<file path="src/rtl/core/multi_motor_pid_speed_drive_macros.svh">
// ----------------------------------------------------------------------------
// Assertion macros for the multi-motor PID speed drive
// Concurrent checks sampled on the block clock, off while reset is held.
// ----------------------------------------------------------------------------
`ifndef MULTI_MOTOR_PID_SPEED_DRIVE_MACROS_SVH
`define MULTI_MOTOR_PID_SPEED_DRIVE_MACROS_SVH

// Same-cycle implication.
`define MMPSD_ASSERT_NOW(label, ante, cons, msg) \
    label: assert property (@(posedge i_clk) disable iff (!i_rst_n) \
        (ante) |-> (cons)) else $error(msg);

// Next-cycle implication.
`define MMPSD_ASSERT_NEXT(label, ante, cons, msg) \
    label: assert property (@(posedge i_clk) disable iff (!i_rst_n) \
        (ante) |=> (cons)) else $error(msg);

`endif

</file>
<file path="src/rtl/core/mmpsd_pkg.sv">
`timescale 1ns / 1ps
// ----------------------------------------------------------------------------
// mmpsd_pkg
// Widths, constants and register codes of the multi-motor PID speed drive.
// ----------------------------------------------------------------------------
package mmpsd_pkg;

    localparam int MOTOR_W    = 2;
    localparam int VAL_W      = 16;
    localparam int ELAPSED_W  = 8;
    localparam int DUTY_W     = 10;
    localparam int INT_LIM_W  = 20;

    localparam int S_TDATA_W  = 48;
    localparam int M_TDATA_W  = 16;

    localparam int CFG_IDX_W  = 3;
    localparam int CFG_DATA_W = 20;

    localparam int K_W        = 17;
    localparam int DEN_W      = 15;
    localparam int MAG_W      = 33;
    localparam int CNT_W      = 6;
    localparam int ERR_W      = 27;
    localparam int INTEG_W    = 22;
    localparam int DIFF_W     = 28;
    localparam int MUL_A_W    = 28;
    localparam int MUL_B_W    = 18;
    localparam int PROD_W     = 46;
    localparam int ACC_W      = 48;
    localparam int DRIVE_W    = 17;

    localparam int TARGET_SCALE = 308;
    localparam int TIME_SCALE   = 100;
    localparam int COUNT_SCALE  = 100000;

    localparam logic [VAL_W-1:0]     OUT_LIMIT_RST = 16'd1000;
    localparam logic [INT_LIM_W-1:0] INT_LIMIT_RST = 20'd20000;

    typedef enum logic [CFG_IDX_W-1:0] {
        CFG_ENABLE     = 3'd0,
        CFG_PID_MODE   = 3'd1,
        CFG_INVERT     = 3'd2,
        CFG_GAIN_P     = 3'd3,
        CFG_GAIN_I     = 3'd4,
        CFG_GAIN_D     = 3'd5,
        CFG_OUT_LIMIT  = 3'd6,
        CFG_INT_LIMIT  = 3'd7
    } t_cfg_idx;

endpackage

</file>
<file path="src/rtl/core/multi_motor_pid_speed_drive.sv">
`timescale 1ns / 1ps
// ----------------------------------------------------------------------------
// multi_motor_pid_speed_drive
// Per-motor PID speed loop with integral clamp, output saturation and
// direction/duty split, computed on one shared multiplier and a serial divider.
// ----------------------------------------------------------------------------
//  Channel  Direction  Ports                        Word
//  s        in         i_s_tvalid/o_s_tready        one control tick
//  m        out        o_m_tvalid/i_m_tready        one PWM compare update
//  cfg      in         i_cfg_valid/o_cfg_ready      register index and data
//
//  A PID word runs the target and count multiplier passes, the one-bit-per-cycle
//  divide, then the error, integral, gain multiplier, sum, scale and output steps
//  before the next word can be accepted. An open-loop word goes straight to
//  the output step. Disabled or out-of-range words are dropped at accept.
//  Reset is synchronous and clears state, config registers and the per-motor stores.
//  A stalled result sits in the output register while the next word is taken.
// ----------------------------------------------------------------------------
module multi_motor_pid_speed_drive #(
    parameter int NUM_MOTORS     = 4,
    parameter int DUTY_LIMIT     = 1023,
    parameter int GAIN_FRAC_BITS = 8
) (
    input  logic                                i_clk,
    input  logic                                i_rst_n,
    // motor_index [1:0], target [17:2], count_delta [33:18],
    // elapsed_ms [41:34], zero fill [47:42]
    input  logic [mmpsd_pkg::S_TDATA_W-1:0]     i_s_tdata,
    input  logic                                i_s_tvalid,
    output logic                                o_s_tready,
    // motor_out [1:0], reverse_dir [2], duty [12:3], zero fill [15:13]
    output logic [mmpsd_pkg::M_TDATA_W-1:0]     o_m_tdata,
    output logic                                o_m_tvalid,
    input  logic                                i_m_tready,
    input  logic                                i_cfg_valid,
    output logic                                o_cfg_ready,
    input  logic [mmpsd_pkg::CFG_IDX_W-1:0]     i_cfg_index,
    input  logic [mmpsd_pkg::CFG_DATA_W-1:0]    i_cfg_data
);

`include "multi_motor_pid_speed_drive_macros.svh"

    localparam int MIDX_W = (NUM_MOTORS > 1) ? $clog2(NUM_MOTORS) : 1;

    typedef enum logic [3:0] {
        S_IDLE, S_MUL_T, S_MUL_C, S_DIV_INIT, S_DIV, S_ERR, S_INTEG,
        S_MUL_P, S_MUL_I, S_MUL_D, S_SUM, S_SCALE, S_OUT
    } t_state;

    t_state r_state;

    logic                                   r_enable;
    logic                                   r_pid_mode;
    logic                                   r_invert;
    logic signed [mmpsd_pkg::VAL_W-1:0]     r_gain_p;
    logic signed [mmpsd_pkg::VAL_W-1:0]     r_gain_i;
    logic signed [mmpsd_pkg::VAL_W-1:0]     r_gain_d;
    logic [mmpsd_pkg::VAL_W-1:0]            r_out_lim;
    logic [mmpsd_pkg::INT_LIM_W-1:0]        r_int_lim;

    logic signed [mmpsd_pkg::INTEG_W-1:0]   r_integ_store [NUM_MOTORS];
    logic signed [mmpsd_pkg::ERR_W-1:0]     r_last_store  [NUM_MOTORS];

    logic [mmpsd_pkg::MOTOR_W-1:0]          r_motor;
    logic signed [mmpsd_pkg::VAL_W-1:0]     r_target;
    logic signed [mmpsd_pkg::VAL_W-1:0]     r_delta;
    logic [mmpsd_pkg::K_W-1:0]              r_k;
    logic [mmpsd_pkg::DEN_W-1:0]            r_den;
    logic                                   r_pid_item;

    logic signed [mmpsd_pkg::PROD_W-1:0]    r_prod;
    logic signed [mmpsd_pkg::ACC_W-1:0]     r_acc;
    logic                                   r_neg;
    logic [mmpsd_pkg::MAG_W-1:0]            r_quo;
    logic [mmpsd_pkg::DEN_W-1:0]            r_rem;
    logic [mmpsd_pkg::CNT_W-1:0]            r_cnt;
    logic signed [mmpsd_pkg::ERR_W-1:0]     r_err;
    logic signed [mmpsd_pkg::INTEG_W-1:0]   r_integ;
    logic signed [mmpsd_pkg::DIFF_W-1:0]    r_diff;
    logic signed [mmpsd_pkg::DRIVE_W-1:0]   r_drive;

    logic                                   r_out_valid;
    logic [mmpsd_pkg::M_TDATA_W-1:0]        r_out_data;

    logic [mmpsd_pkg::MOTOR_W-1:0]          w_in_motor;
    logic [mmpsd_pkg::ELAPSED_W-1:0]        w_in_e;
    logic [mmpsd_pkg::ELAPSED_W-1:0]        w_e;
    logic                                   w_in_range;
    logic [3:0]                             w_motor_ext;
    logic [MIDX_W-1:0]                      w_midx;

    logic signed [mmpsd_pkg::MUL_A_W-1:0]   w_mul_a;
    logic signed [mmpsd_pkg::MUL_B_W-1:0]   w_mul_b;
    logic signed [mmpsd_pkg::PROD_W-1:0]    w_mul_p;
    logic signed [mmpsd_pkg::ACC_W-1:0]     w_prod_ext;
    logic signed [mmpsd_pkg::ACC_W-1:0]     w_num;
    logic signed [mmpsd_pkg::ACC_W-1:0]     w_num_neg;
    logic [mmpsd_pkg::MAG_W-1:0]            w_num_mag;

    logic [mmpsd_pkg::DEN_W+1:0]            w_trial;
    logic [mmpsd_pkg::ERR_W-1:0]            w_qmag;
    logic signed [mmpsd_pkg::ERR_W-1:0]     w_err;

    logic signed [mmpsd_pkg::DIFF_W:0]      w_isum;
    logic signed [mmpsd_pkg::DIFF_W:0]      w_ilim;
    logic signed [mmpsd_pkg::INTEG_W-1:0]   w_integ;
    logic signed [mmpsd_pkg::DIFF_W-1:0]    w_diff;

    logic signed [mmpsd_pkg::ACC_W-1:0]     w_shift;
    logic signed [mmpsd_pkg::ACC_W-1:0]     w_olim;
    logic signed [mmpsd_pkg::DRIVE_W-1:0]   w_drive_cl;

    logic signed [mmpsd_pkg::DRIVE_W-1:0]   w_drive_fin;
    logic signed [mmpsd_pkg::DRIVE_W-1:0]   w_drive_neg;
    logic [mmpsd_pkg::VAL_W-1:0]            w_mag;
    logic [mmpsd_pkg::VAL_W-1:0]            w_mag_cl;
    logic                                   w_out_load;

    logic signed [mmpsd_pkg::DRIVE_W-1:0]   w_chk_olim;
    logic signed [mmpsd_pkg::INTEG_W-1:0]   w_chk_ilim;
    logic                                   w_chk_drive_ok;
    logic                                   w_chk_integ_ok;

    assign o_s_tready  = (r_state == S_IDLE);
    assign o_cfg_ready = 1'b1;
    assign o_m_tvalid  = r_out_valid;
    assign o_m_tdata   = r_out_data;

    assign w_in_motor  = i_s_tdata[1:0];
    assign w_in_e      = i_s_tdata[41:34];
    assign w_e         = (w_in_e == '0) ? 8'd1 : w_in_e;
    assign w_in_range  = ({3'b000, w_in_motor} < 5'(NUM_MOTORS));
    assign w_motor_ext = {2'b00, r_motor};
    assign w_midx      = w_motor_ext[MIDX_W-1:0];

    always_comb begin
        unique case (r_state)
            S_MUL_T: begin
                w_mul_a = mmpsd_pkg::MUL_A_W'(r_target);
                w_mul_b = signed'({1'b0, r_k});
            end
            S_MUL_C: begin
                w_mul_a = mmpsd_pkg::MUL_A_W'(r_delta);
                w_mul_b = mmpsd_pkg::MUL_B_W'(mmpsd_pkg::COUNT_SCALE);
            end
            S_MUL_P: begin
                w_mul_a = mmpsd_pkg::MUL_A_W'(r_err);
                w_mul_b = mmpsd_pkg::MUL_B_W'(r_gain_p);
            end
            S_MUL_I: begin
                w_mul_a = mmpsd_pkg::MUL_A_W'(r_integ);
                w_mul_b = mmpsd_pkg::MUL_B_W'(r_gain_i);
            end
            S_MUL_D: begin
                w_mul_a = r_diff;
                w_mul_b = mmpsd_pkg::MUL_B_W'(r_gain_d);
            end
            default: begin
                w_mul_a = '0;
                w_mul_b = '0;
            end
        endcase
    end

    assign w_mul_p    = w_mul_a * w_mul_b;
    assign w_prod_ext = mmpsd_pkg::ACC_W'(r_prod);

    assign w_num      = r_acc - w_prod_ext;
    assign w_num_neg  = -w_num;
    assign w_num_mag  = w_num[mmpsd_pkg::ACC_W-1] ? w_num_neg[mmpsd_pkg::MAG_W-1:0]
                                                  : w_num[mmpsd_pkg::MAG_W-1:0];

    assign w_trial = {1'b0, r_rem, r_quo[mmpsd_pkg::MAG_W-1]} - {2'b00, r_den};
    assign w_qmag  = r_quo[mmpsd_pkg::ERR_W-1:0];
    assign w_err   = r_neg ? -signed'(w_qmag) : signed'(w_qmag);

    assign w_isum = (mmpsd_pkg::DIFF_W+1)'(r_integ_store[w_midx])
                  + (mmpsd_pkg::DIFF_W+1)'(r_err);
    assign w_ilim = signed'({9'b0, r_int_lim});
    assign w_diff = mmpsd_pkg::DIFF_W'(r_err) - mmpsd_pkg::DIFF_W'(r_last_store[w_midx]);

    always_comb begin
        priority if (w_isum > w_ilim) begin
            w_integ = w_ilim[mmpsd_pkg::INTEG_W-1:0];
        end else if (w_isum < -w_ilim) begin
            w_integ = mmpsd_pkg::INTEG_W'(-w_ilim);
        end else begin
            w_integ = w_isum[mmpsd_pkg::INTEG_W-1:0];
        end
    end

    assign w_shift = r_acc >>> GAIN_FRAC_BITS;
    assign w_olim  = signed'({32'b0, r_out_lim});

    always_comb begin
        priority if (w_shift > w_olim) begin
            w_drive_cl = w_olim[mmpsd_pkg::DRIVE_W-1:0];
        end else if (w_shift < -w_olim) begin
            w_drive_cl = mmpsd_pkg::DRIVE_W'(-w_olim);
        end else begin
            w_drive_cl = w_shift[mmpsd_pkg::DRIVE_W-1:0];
        end
    end

    assign w_drive_fin = r_invert ? -r_drive : r_drive;
    assign w_drive_neg = -w_drive_fin;
    assign w_mag       = w_drive_fin[mmpsd_pkg::DRIVE_W-1] ? w_drive_neg[mmpsd_pkg::VAL_W-1:0]
                                                           : w_drive_fin[mmpsd_pkg::VAL_W-1:0];
    assign w_mag_cl    = (w_mag > 16'(DUTY_LIMIT)) ? 16'(DUTY_LIMIT) : w_mag;
    assign w_out_load  = (r_state == S_OUT) && (!r_out_valid || i_m_tready);

    always_ff @(posedge i_clk) begin
        if (!i_rst_n) begin
            r_enable   <= 1'b0;
            r_pid_mode <= 1'b0;
            r_invert   <= 1'b0;
            r_gain_p   <= '0;
            r_gain_i   <= '0;
            r_gain_d   <= '0;
            r_out_lim  <= mmpsd_pkg::OUT_LIMIT_RST;
            r_int_lim  <= mmpsd_pkg::INT_LIMIT_RST;
        end else if (i_cfg_valid) begin
            unique case (mmpsd_pkg::t_cfg_idx'(i_cfg_index))
                mmpsd_pkg::CFG_ENABLE:    r_enable   <= i_cfg_data[0];
                mmpsd_pkg::CFG_PID_MODE:  r_pid_mode <= i_cfg_data[0];
                mmpsd_pkg::CFG_INVERT:    r_invert   <= i_cfg_data[0];
                mmpsd_pkg::CFG_GAIN_P:    r_gain_p   <= signed'(i_cfg_data[15:0]);
                mmpsd_pkg::CFG_GAIN_I:    r_gain_i   <= signed'(i_cfg_data[15:0]);
                mmpsd_pkg::CFG_GAIN_D:    r_gain_d   <= signed'(i_cfg_data[15:0]);
                mmpsd_pkg::CFG_OUT_LIMIT: r_out_lim  <= i_cfg_data[15:0];
                mmpsd_pkg::CFG_INT_LIMIT: r_int_lim  <= i_cfg_data;
            endcase
        end
    end

    always_ff @(posedge i_clk) begin
        if (!i_rst_n) begin
            r_state     <= S_IDLE;
            r_out_valid <= 1'b0;
            r_pid_item  <= 1'b0;
            r_cnt       <= '0;
            for (int k = 0; k < NUM_MOTORS; k++) begin
                r_integ_store[k] <= '0;
                r_last_store[k]  <= '0;
            end
        end else begin
            if (i_m_tready && !w_out_load) begin
                r_out_valid <= 1'b0;
            end
            unique case (r_state)
                S_IDLE: begin
                    if (i_s_tvalid) begin
                        r_motor    <= w_in_motor;
                        r_target   <= signed'(i_s_tdata[17:2]);
                        r_delta    <= signed'(i_s_tdata[33:18]);
                        r_k        <= mmpsd_pkg::K_W'(mmpsd_pkg::TARGET_SCALE * int'(w_e));
                        r_den      <= mmpsd_pkg::DEN_W'(mmpsd_pkg::TIME_SCALE * int'(w_e));
                        r_drive    <= mmpsd_pkg::DRIVE_W'(signed'(i_s_tdata[17:2]));
                        r_pid_item <= r_pid_mode;
                        if (r_enable && w_in_range) begin
                            r_state <= r_pid_mode ? S_MUL_T : S_OUT;
                        end
                    end
                end
                S_MUL_T: begin
                    r_prod  <= w_mul_p;
                    r_state <= S_MUL_C;
                end
                S_MUL_C: begin
                    r_prod  <= w_mul_p;
                    r_acc   <= w_prod_ext;
                    r_state <= S_DIV_INIT;
                end
                S_DIV_INIT: begin
                    r_neg   <= w_num[mmpsd_pkg::ACC_W-1];
                    r_quo   <= w_num_mag;
                    r_rem   <= '0;
                    r_cnt   <= '0;
                    r_state <= S_DIV;
                end
                S_DIV: begin
                    if (!w_trial[mmpsd_pkg::DEN_W+1]) begin
                        r_rem <= w_trial[mmpsd_pkg::DEN_W-1:0];
                        r_quo <= {r_quo[mmpsd_pkg::MAG_W-2:0], 1'b1};
                    end else begin
                        r_rem <= {r_rem[mmpsd_pkg::DEN_W-2:0], r_quo[mmpsd_pkg::MAG_W-1]};
                        r_quo <= {r_quo[mmpsd_pkg::MAG_W-2:0], 1'b0};
                    end
                    r_cnt <= r_cnt + 1'b1;
                    if (r_cnt == mmpsd_pkg::CNT_W'(mmpsd_pkg::MAG_W - 1)) begin
                        r_state <= S_ERR;
                    end
                end
                S_ERR: begin
                    r_err   <= w_err;
                    r_state <= S_INTEG;
                end
                S_INTEG: begin
                    r_integ               <= w_integ;
                    r_diff                <= w_diff;
                    r_integ_store[w_midx] <= w_integ;
                    r_last_store[w_midx]  <= r_err;
                    r_state               <= S_MUL_P;
                end
                S_MUL_P: begin
                    r_prod  <= w_mul_p;
                    r_state <= S_MUL_I;
                end
                S_MUL_I: begin
                    r_prod  <= w_mul_p;
                    r_acc   <= w_prod_ext;
                    r_state <= S_MUL_D;
                end
                S_MUL_D: begin
                    r_prod  <= w_mul_p;
                    r_acc   <= r_acc + w_prod_ext;
                    r_state <= S_SUM;
                end
                S_SUM: begin
                    r_acc   <= r_acc + w_prod_ext;
                    r_state <= S_SCALE;
                end
                S_SCALE: begin
                    r_drive <= w_drive_cl;
                    r_state <= S_OUT;
                end
                S_OUT: begin
                    if (w_out_load) begin
                        r_out_valid <= 1'b1;
                        r_out_data  <= {3'b000, w_mag_cl[mmpsd_pkg::DUTY_W-1:0],
                                        w_drive_fin[mmpsd_pkg::DRIVE_W-1], r_motor};
                        r_state     <= S_IDLE;
                    end
                end
                default: begin
                    r_state <= S_IDLE;
                end
            endcase
        end
    end

    assign w_chk_olim     = signed'({1'b0, r_out_lim});
    assign w_chk_ilim     = signed'({2'b00, r_int_lim});
    assign w_chk_drive_ok = (r_drive <= w_chk_olim) && (r_drive >= -w_chk_olim);
    assign w_chk_integ_ok = (r_integ <= w_chk_ilim) && (r_integ >= -w_chk_ilim);

    `MMPSD_ASSERT_NOW(a_div_rem_below_den, r_state == S_DIV, r_rem < r_den, "remainder reached divisor")
    `MMPSD_ASSERT_NOW(a_integ_clamped, r_state == S_MUL_P, w_chk_integ_ok, "integral outside limit")
    `MMPSD_ASSERT_NOW(a_drive_saturated, (r_state == S_OUT) && r_pid_item, w_chk_drive_ok, "drive outside output limit")
    `MMPSD_ASSERT_NEXT(a_result_presented, w_out_load, o_m_tvalid && (r_state == S_IDLE), "result not presented")

endmodule
</file>
<file path="config.mk">
export PLATFORM = sky130hd
export DESIGN_NAME = multi_motor_pid_speed_drive
export DESIGN_NICKNAME = d
export VERILOG_FILES = /design/src/rtl/core/mmpsd_pkg.sv /design/src/rtl/core/multi_motor_pid_speed_drive.sv
export VERILOG_INCLUDE_DIRS = /design/src /design/src/rtl/core
export SDC_FILE = /design/constraint.sdc
export NUM_CORES = 2
export LEC_CHECK = 0
export BUFFER_PORTS_ARGS = -buffer_cell sky130_fd_sc_hd__buf_2
export CAP_MARGIN = 0
export CORE_ASPECT_RATIO = 0.75
export CORE_MARGIN = 8
export CORE_UTILIZATION = 45
export DETAILED_ROUTE_END_ITERATION = 16
export MAX_ROUTING_LAYER = met4
export PLACE_DENSITY_LB_ADDON = 0.08
export SETUP_SLACK_MARGIN = 0.15
export SYNTH_ARGS = -nofsm -noshare
export SYNTH_HDL_FRONTEND = slang
export SYNTH_SLANG_ARGS = --single-unit
</file>
<file path="constraint.sdc">
create_clock -name i_clk -period 10.5 [get_ports i_clk]
set_input_delay 1.05 -clock i_clk [delete_from_list [all_inputs] [get_ports i_clk]]
set_output_delay 1.05 -clock i_clk [all_outputs]
set_load 0.1 [all_outputs]
</file>
Word-level counts from Yosys, hierarchy flattened
Memories as Yosys holds them, arrays and structs flattened. A register that Yosys moved wholly into a read port is not among the register bits. Index checks and enable logic that the tools add are counted.

Order comparisons: 5. Equal/unequal tests: 24. Reductions and logical operators: 34. Muxes and demuxes: 40. Shift-type cells: 0. Add/sub/neg operators: 12. Bitwise gates (word level): 0. Multiply operators: 3. Divide/modulo/power cells: 0.

Operator list (count): $pmux 28 s5 (1); $pmux 48 s2 (1); $pmux 18 s5 (1); $mux 17 (4); $mux 22 (3); $pmux 33 s2 (1); $mux 27 (2); $pmux 4 s13 (1); $add 48x46->48 (1); $lt 40x48->1 (1); $neg 16->48 (1); $sub 48x46->48 (1); $mul 28x18->46 (1); $gt 40x17->1 (1); $pmux 17 s2 (1); $mux 33 (1); $neg 33->33 (1); $pmux 15 s2 (1); $lt 28x29->1 (1); $neg 20->29 (1); $add 22x27->28 (1); $gt 28x21->1 (1); $reduce_and 2->1 (14); $sub 27x27->28 (1); 38 further kinds (75).

Bits of input ports: 76. Bits in latches: 0. Memories kept: 2. Flip-flop bits (word level): 410. Memory bits (writable): 196. Memory bits (read-only): 0.

Memories: r_last_store (words 4, bits a word 27, read ports 1, clocked after Yosys merged registers in 1, wr ports 4, line multi_motor_pid_speed_drive.sv:62) `logic signed [mmpsd_pkg::ERR_W-1:0] r_last_store [NUM_MOTORS];`; r_integ_store (words 4, bits a word 22, read ports 1, clocked after Yosys merged registers in 1, wr ports 4, line multi_motor_pid_speed_drive.sv:61) `logic signed [mmpsd_pkg::INTEG_W-1:0] r_integ_store [NUM_MOTORS];`.

Logic depth before layout (Yosys ltp)
Depth after elaboration: 8. Gate-level depth with buffers: 34. Mapped depth without buffers: 31.

Worst setup path after synthesis
Ideal clock, no wire load.

Kind: register to register. Start point: register r_state[1]. End point: register r_prod[45] (netlist name), data pin. Arrival time: 7.963 ns. Path buffers: 4. Cell stages (with the launch flop): 33. Library setup time: 0.260 ns. Period minus slack after synthesis: 8.223 ns. Path slack: 2.277 ns. Required time: 10.240 ns. Cells stage by stage: dfxtp_1 clkbuf_1 or2_2 nor2_1 clkbuf_1 buf_1 a222oi_1 nand2_1 clkbuf_1 nand2_1 fa_1 inv_1 fa_1 inv_1 fa_1 inv_1 fa_1 fa_1 inv_1 fa_1 inv_1 ha_1 nand4_1 nor3_1 o311ai_0 nand3_1 a211oi_1 o41ai_1 a211oi_1 o21ai_0 a221o_1 a21oi_1 xnor2_1.

Cells in the longest elaborated chain, start to end: 3. Elaborated cells between the ends (all ways): 8.

Ends and longest elaborated chain: start: declaration (line multi_motor_pid_speed_drive.sv:50) `t_state r_state;`; start signal: assignment (line multi_motor_pid_speed_drive.sv:261) `r_state <= r_pid_mode ? S_MUL_T : S_OUT;`; $eq 4x4->1, or another cell as far along (line multi_motor_pid_speed_drive.sv:137) `unique case (r_state)`; $pmux 28 s5 or $pmux 18 s5 (tied branches) (line multi_motor_pid_speed_drive.sv:137); $mul 28x18->46 * (line multi_motor_pid_speed_drive.sv:165) `assign w_mul_p = w_mul_a * w_mul_b;`; via w_mul_p (one bit) (line multi_motor_pid_speed_drive.sv:94) `logic signed [mmpsd_pkg::PROD_W-1:0] w_mul_p;`; end signal: assignment (line multi_motor_pid_speed_drive.sv:266) `r_prod <= w_mul_p;`; end signal: assignment (line multi_motor_pid_speed_drive.sv:270) `r_prod <= w_mul_p;`; end signal: assignment (line multi_motor_pid_speed_drive.sv:306) `r_prod <= w_mul_p;`; end: declaration (line multi_motor_pid_speed_drive.sv:71) `logic signed [mmpsd_pkg::PROD_W-1:0] r_prod;`.

The timed path passes the listed nets; every way through them passes the cells marked *. A chain may end at the register's enable or synchronous reset.

Worst setup path after layout
Start point: register r_state[0]. End point: register r_prod[45] (netlist name), data pin.

Same word-level chain as after synthesis.

==> qor.csv <==
stage;metric;value;unit
yosys;main flop type after synthesis;edfxtp_1;
power;switching portion of total power;44.88;%
cts;Clk Tree Root Cell;clkbuf_16;
worst_hold_path;beginning of the worst hold path;r_gain_d[5]$_SDFFE_PN0P_;
finish;leading cell type in the layout, fill and taps excluded;inv_1;
critical_path;Crit. End Element;flop;
yosys;area share of the leading cell type in the synthesized netlist;26.58;%
power;clock power share;20.8;%
detailed_routing;Post-DRT Antenna Nets;0;
timing;Min Hold Slack;0.4559;ns
yosys;area of the mapped netlist;0.05718;mm2
power;PwrDens;194.1;mW/mm2
floorplan;area of the die;0.1388;mm2
grt;GRT Residual Overflow;0;
power;sequential cell fraction of total power;28.4;%
yosys;Synth area leaders;edfxtp_1, fa_1, ha_1;
critical_path;peak fanout along the critical path;17;
timing;number of setup violations in the final report;0;
detailed_routing;DR WL/cell;23.69;um
finish;number of nets at the end of the flow;7151;
detailed_routing;via density per instance;5.680;
grt;total global routing track utilization;27.41;%
worst_hold_path;path class of the lowest-slack min-delay path;reg2reg;
cts;clock-pin slew on the worst setup and hold paths;0.06;ns
cts;clock tree from TritonCTS;built;
power;IR drop worst, VDD;133.5;uV
outcome;run status;completed;
place;final weighted congestion in routability-driven placement;0.9839;
yosys;post-synthesis cell type with the largest combined area;edfxtp_1;
power;Net Sw Power;0.005390;W
floorplan;height of the chip;324.7;um
floorplan;overall die width;427.6;um
finish;fraction of final layout cells sized beyond drive strength 1;6.781;%
timing;Worst-Margin Slew;1.280;ns
critical_path;worst stage delay on the critical path;0.81;ns
cts;number of sinks driven by the clock tree;606;
cts;number of buffers inserted during clock tree synthesis;70;
cts;number of levels in the clock H-tree;3;
floorplan;area inside the core boundary;0.1264;mm2
floorplan;initial core utilization;45.23;%
critical_path;Worst R2R Start;r_state[0]$_SDFFE_PN0P_;
yosys;count of unique library cells instantiated by Yosys;89;
yosys;average cell area after synthesis;9.327;um2
critical_path;slowest stage cell, crit path;a222oi_1;
critical_path;Crit path required time;10.91;ns
critical_path;Most common cell on crit path;fa_1;
timing;normalized max-slew margin;13.80;%
timing;Clock Skews;0.03480;ns
grt;number of antenna violations at the first check in global routing;13;
finish;Area Growth Syn to Fin;8.219;%
yosys;Gate Count Post-Synth;6130;
power;Lkg Pwr;26.60;nW
place;placed standard-cell area;0.05949;mm2
critical_path;number of cells on the worst reg-to-reg path;29;
cts;cts-stage hold buffer count;0;
worst_hold_path;endpoint with the worst hold slack;r_gain_d[5]$_SDFFE_PN0P_;
cts;Clock Latency Late Sink;0.69;ns
timing;RSZ-0062 raised after global routing;false;
yosys;proportion of synthesized flip-flops having asynchronous set or reset;0;%
grt;via count of the first global-routing pass;43990;
worst_hold_path;Hold Path Cell Cnt;2;
yosys;share of synthesized area occupied by flip-flops and latches;30.08;%
yosys;post-synthesis sequential element count;606;
detailed_routing;vias after detailed routing;44580;
detailed_routing;Detailed Routing Iterations Pass 1;8;
floorplan;row cnt;113;
yosys;count of flip-flops with a built-in enable after synthesis;506;
critical_path;endpoint of the lowest-slack register-to-register path;r_prod[45]$_DFFE_PP_;
cts;clock tree buffer depth;3;
finish;most used cells in the layout excluding fill and tap cells;inv_1, nand2_1, nor2_1;
power;overall power after layout;0.01201;W
critical_path;reg-to-reg slack, setup;0.73;ns
detailed_routing;count of unresolved DRC violations after routing;0;
finish;Fillers;12090;
place;count of input and output buffers;84;
grt;global-route wire length before repair;282.2;mm
detailed_routing;Routed WL;185.9;mm
timing;Final Max Slew Viols;0;
timing;maximum frequency from static timing analysis;0.1024;GHz
critical_path;critical path startpoint category;flop;
timing;Setup TNS;0;ns
detailed_routing;number of violations reported at the end of detailed-routing iteration 0;4649;
critical_path;worst setup path class;reg2reg;
timing;shortest clock period the worst path allows after layout;9.766;ns
floorplan;IO Pins;95;
finish;final design instance area without fill;0.06188;mm2
timing;Final period util;93.01;%
yosys;yosys synthesis warning count;0;
power;proportion of power drawn by combinational gates;50.7;%
timing;final hold vios;0;
place;detailed-placement wirelength estimate;147.1;mm
grt;maximum number of pins on one net before global-route repair;80;
job;Max-cap violations;0;
power;internal power of the cells;0.006619;W
critical_path;Arrival @ worst endpoint;10.17;ns
what timing repair did:
item / in CTS / in global routing
setup buffers: 0 / 7
endpoints found under the setup margin: 0 / 2
resized for setup: 0 / 5
power by group through the flow:
stage | clock, W | combinational (W) | sequential [W]
detailed placement | 0 | 0.00596 | 0.00345
global route | 0.00265 | 0.00670 | 0.00344
floorplan | 0 | 0.00413 | 0.00331
finish | 0.00250 | 0.00609 | 0.00341
global placement | 0 | 0.00594 | 0.00345
CTS | 0.00256 | 0.00602 | 0.00340
logic make-up (layout without fill, tap and decap cells):
kind of cell | count (synthesis) | after routing | synth area share, %
xor+xnor | 279 | 279 | 4.274
simple gates | 2023 | 2023 | 16.27
buf+inv | 1166 | 1213 | 7.727
other cells | 2 | 7 | 0.01313
flops | 606 | 606 | 30.08
mux | 108 | 108 | 2.991
fa+ha+maj | 953 | 953 | 27.49
compound gates | 993 | 993 | 11.16
metrics by stage:
step | cells | setup WS [ns] | util, %
CTS | 7839 | 0.6832 | 48.89
finish | 7849 | 0.7342 | 48.95
global route | 7849 | 0.1621 | 48.95
global placement | 7710 | 0.8250 | 47.07
floorplan | 6132 | 2.277 | -
detailed placement | 7710 | 0.7339 | 47.07
how the worst max path moves through the flow:
stage	cells after the start	end	from	slack [ns]
2_1_floorplan	32	r_prod[45]$_DFFE_PP_	r_state[1]$_SDFFE_PN0P_	2.28
3_3_place_gp	30	r_prod[45]$_DFFE_PP_	r_state[2]$_SDFFE_PN0P_	0.83
3_5_place_dp	28	r_prod[45]$_DFFE_PP_	r_state[1]$_SDFFE_PN0P_	0.73
4_1_cts	28	r_prod[45]$_DFFE_PP_	r_state[1]$_SDFFE_PN0P_	0.68
5_1_grt	28	r_prod[45]$_DFFE_PP_	r_state[0]$_SDFFE_PN0P_	0.16
6_report	29	r_prod[45]$_DFFE_PP_	r_state[0]$_SDFFE_PN0P_	0.73
metal layers:
metal,GRT usage (%),wire length (um),vias up
met5,-,0,-
met4,5.581,4192,0
met3,5.690,15790,205
met2,37.90,76530,1549
met1,41.36,89400,22210
li1,-,-,20620
critical path: cells and delay by family (launching register included):
| family | cells | cell delay (ns) |
|---|---|---|
| buf+inv | 6 | 0.96 |
| compound gates | 8 | 2.83 |
| simple gates | 7 | 1.52 |
| flops | 1 | 0.66 |
| fa+ha+maj | 7 | 3.43 |
| xor+xnor | 1 | 0.08 |
flip-flops by register name, summed over array words and instances, names as in the netlist, 15 cells and up, named ones only:
| name | count |
|---|---|
| r_gain_i | 16 |
| r_gain_p | 16 |
| r_diff | 28 |
| r_drive | 17 |
| r_err | 27 |
| r_last_store | 108 |
| r_integ_store | 88 |
| r_int_lim | 20 |
| r_rem | 15 |
| r_prod | 46 |
| r_target | 16 |
| r_out_lim | 16 |
| r_acc | 48 |
| r_quo | 33 |
| r_integ | 22 |
| r_gain_d | 16 |
| r_delta | 16 |
synth_stat cells, types with 25 or more instances:
master    instances
a21oi_1         335
o21a_1           43
nor3_1          144
nand2_1         780
inv_1           893
o21bai_1         43
edfxtp_1        506
mux4_2           49
ha_1            448
o21ai_0         201
nor2_1          515
clkbuf_1        241
and2_1          129
and4_1           30
a31oi_1          27
nor2b_1          38
nand4_1          74
mux2i_1          46
fa_1            505
nor4_1           51
o211ai_1         35
xnor2_1         212
xor2_1           67
o31ai_1          25
a21o_1           80
and3_1           46
dfxtp_1         100
nand3_1          78
or3_1            27
nand2b_1         47
final cells by class:
cell class                 count  area, um2  area share (%)
timing repair buffer         188       1214           1.961
clock inverter                39      377.9          0.6107
inverter                     896       3363           5.435
tap                         1667       2086           3.371
multi-input combinational   4360      35710           57.71
sequential                   606      17200           27.80
clock buffer                  90       1919           3.102
antenna                        3      7.507         0.01213
Power figures use the tool's default switching activity.
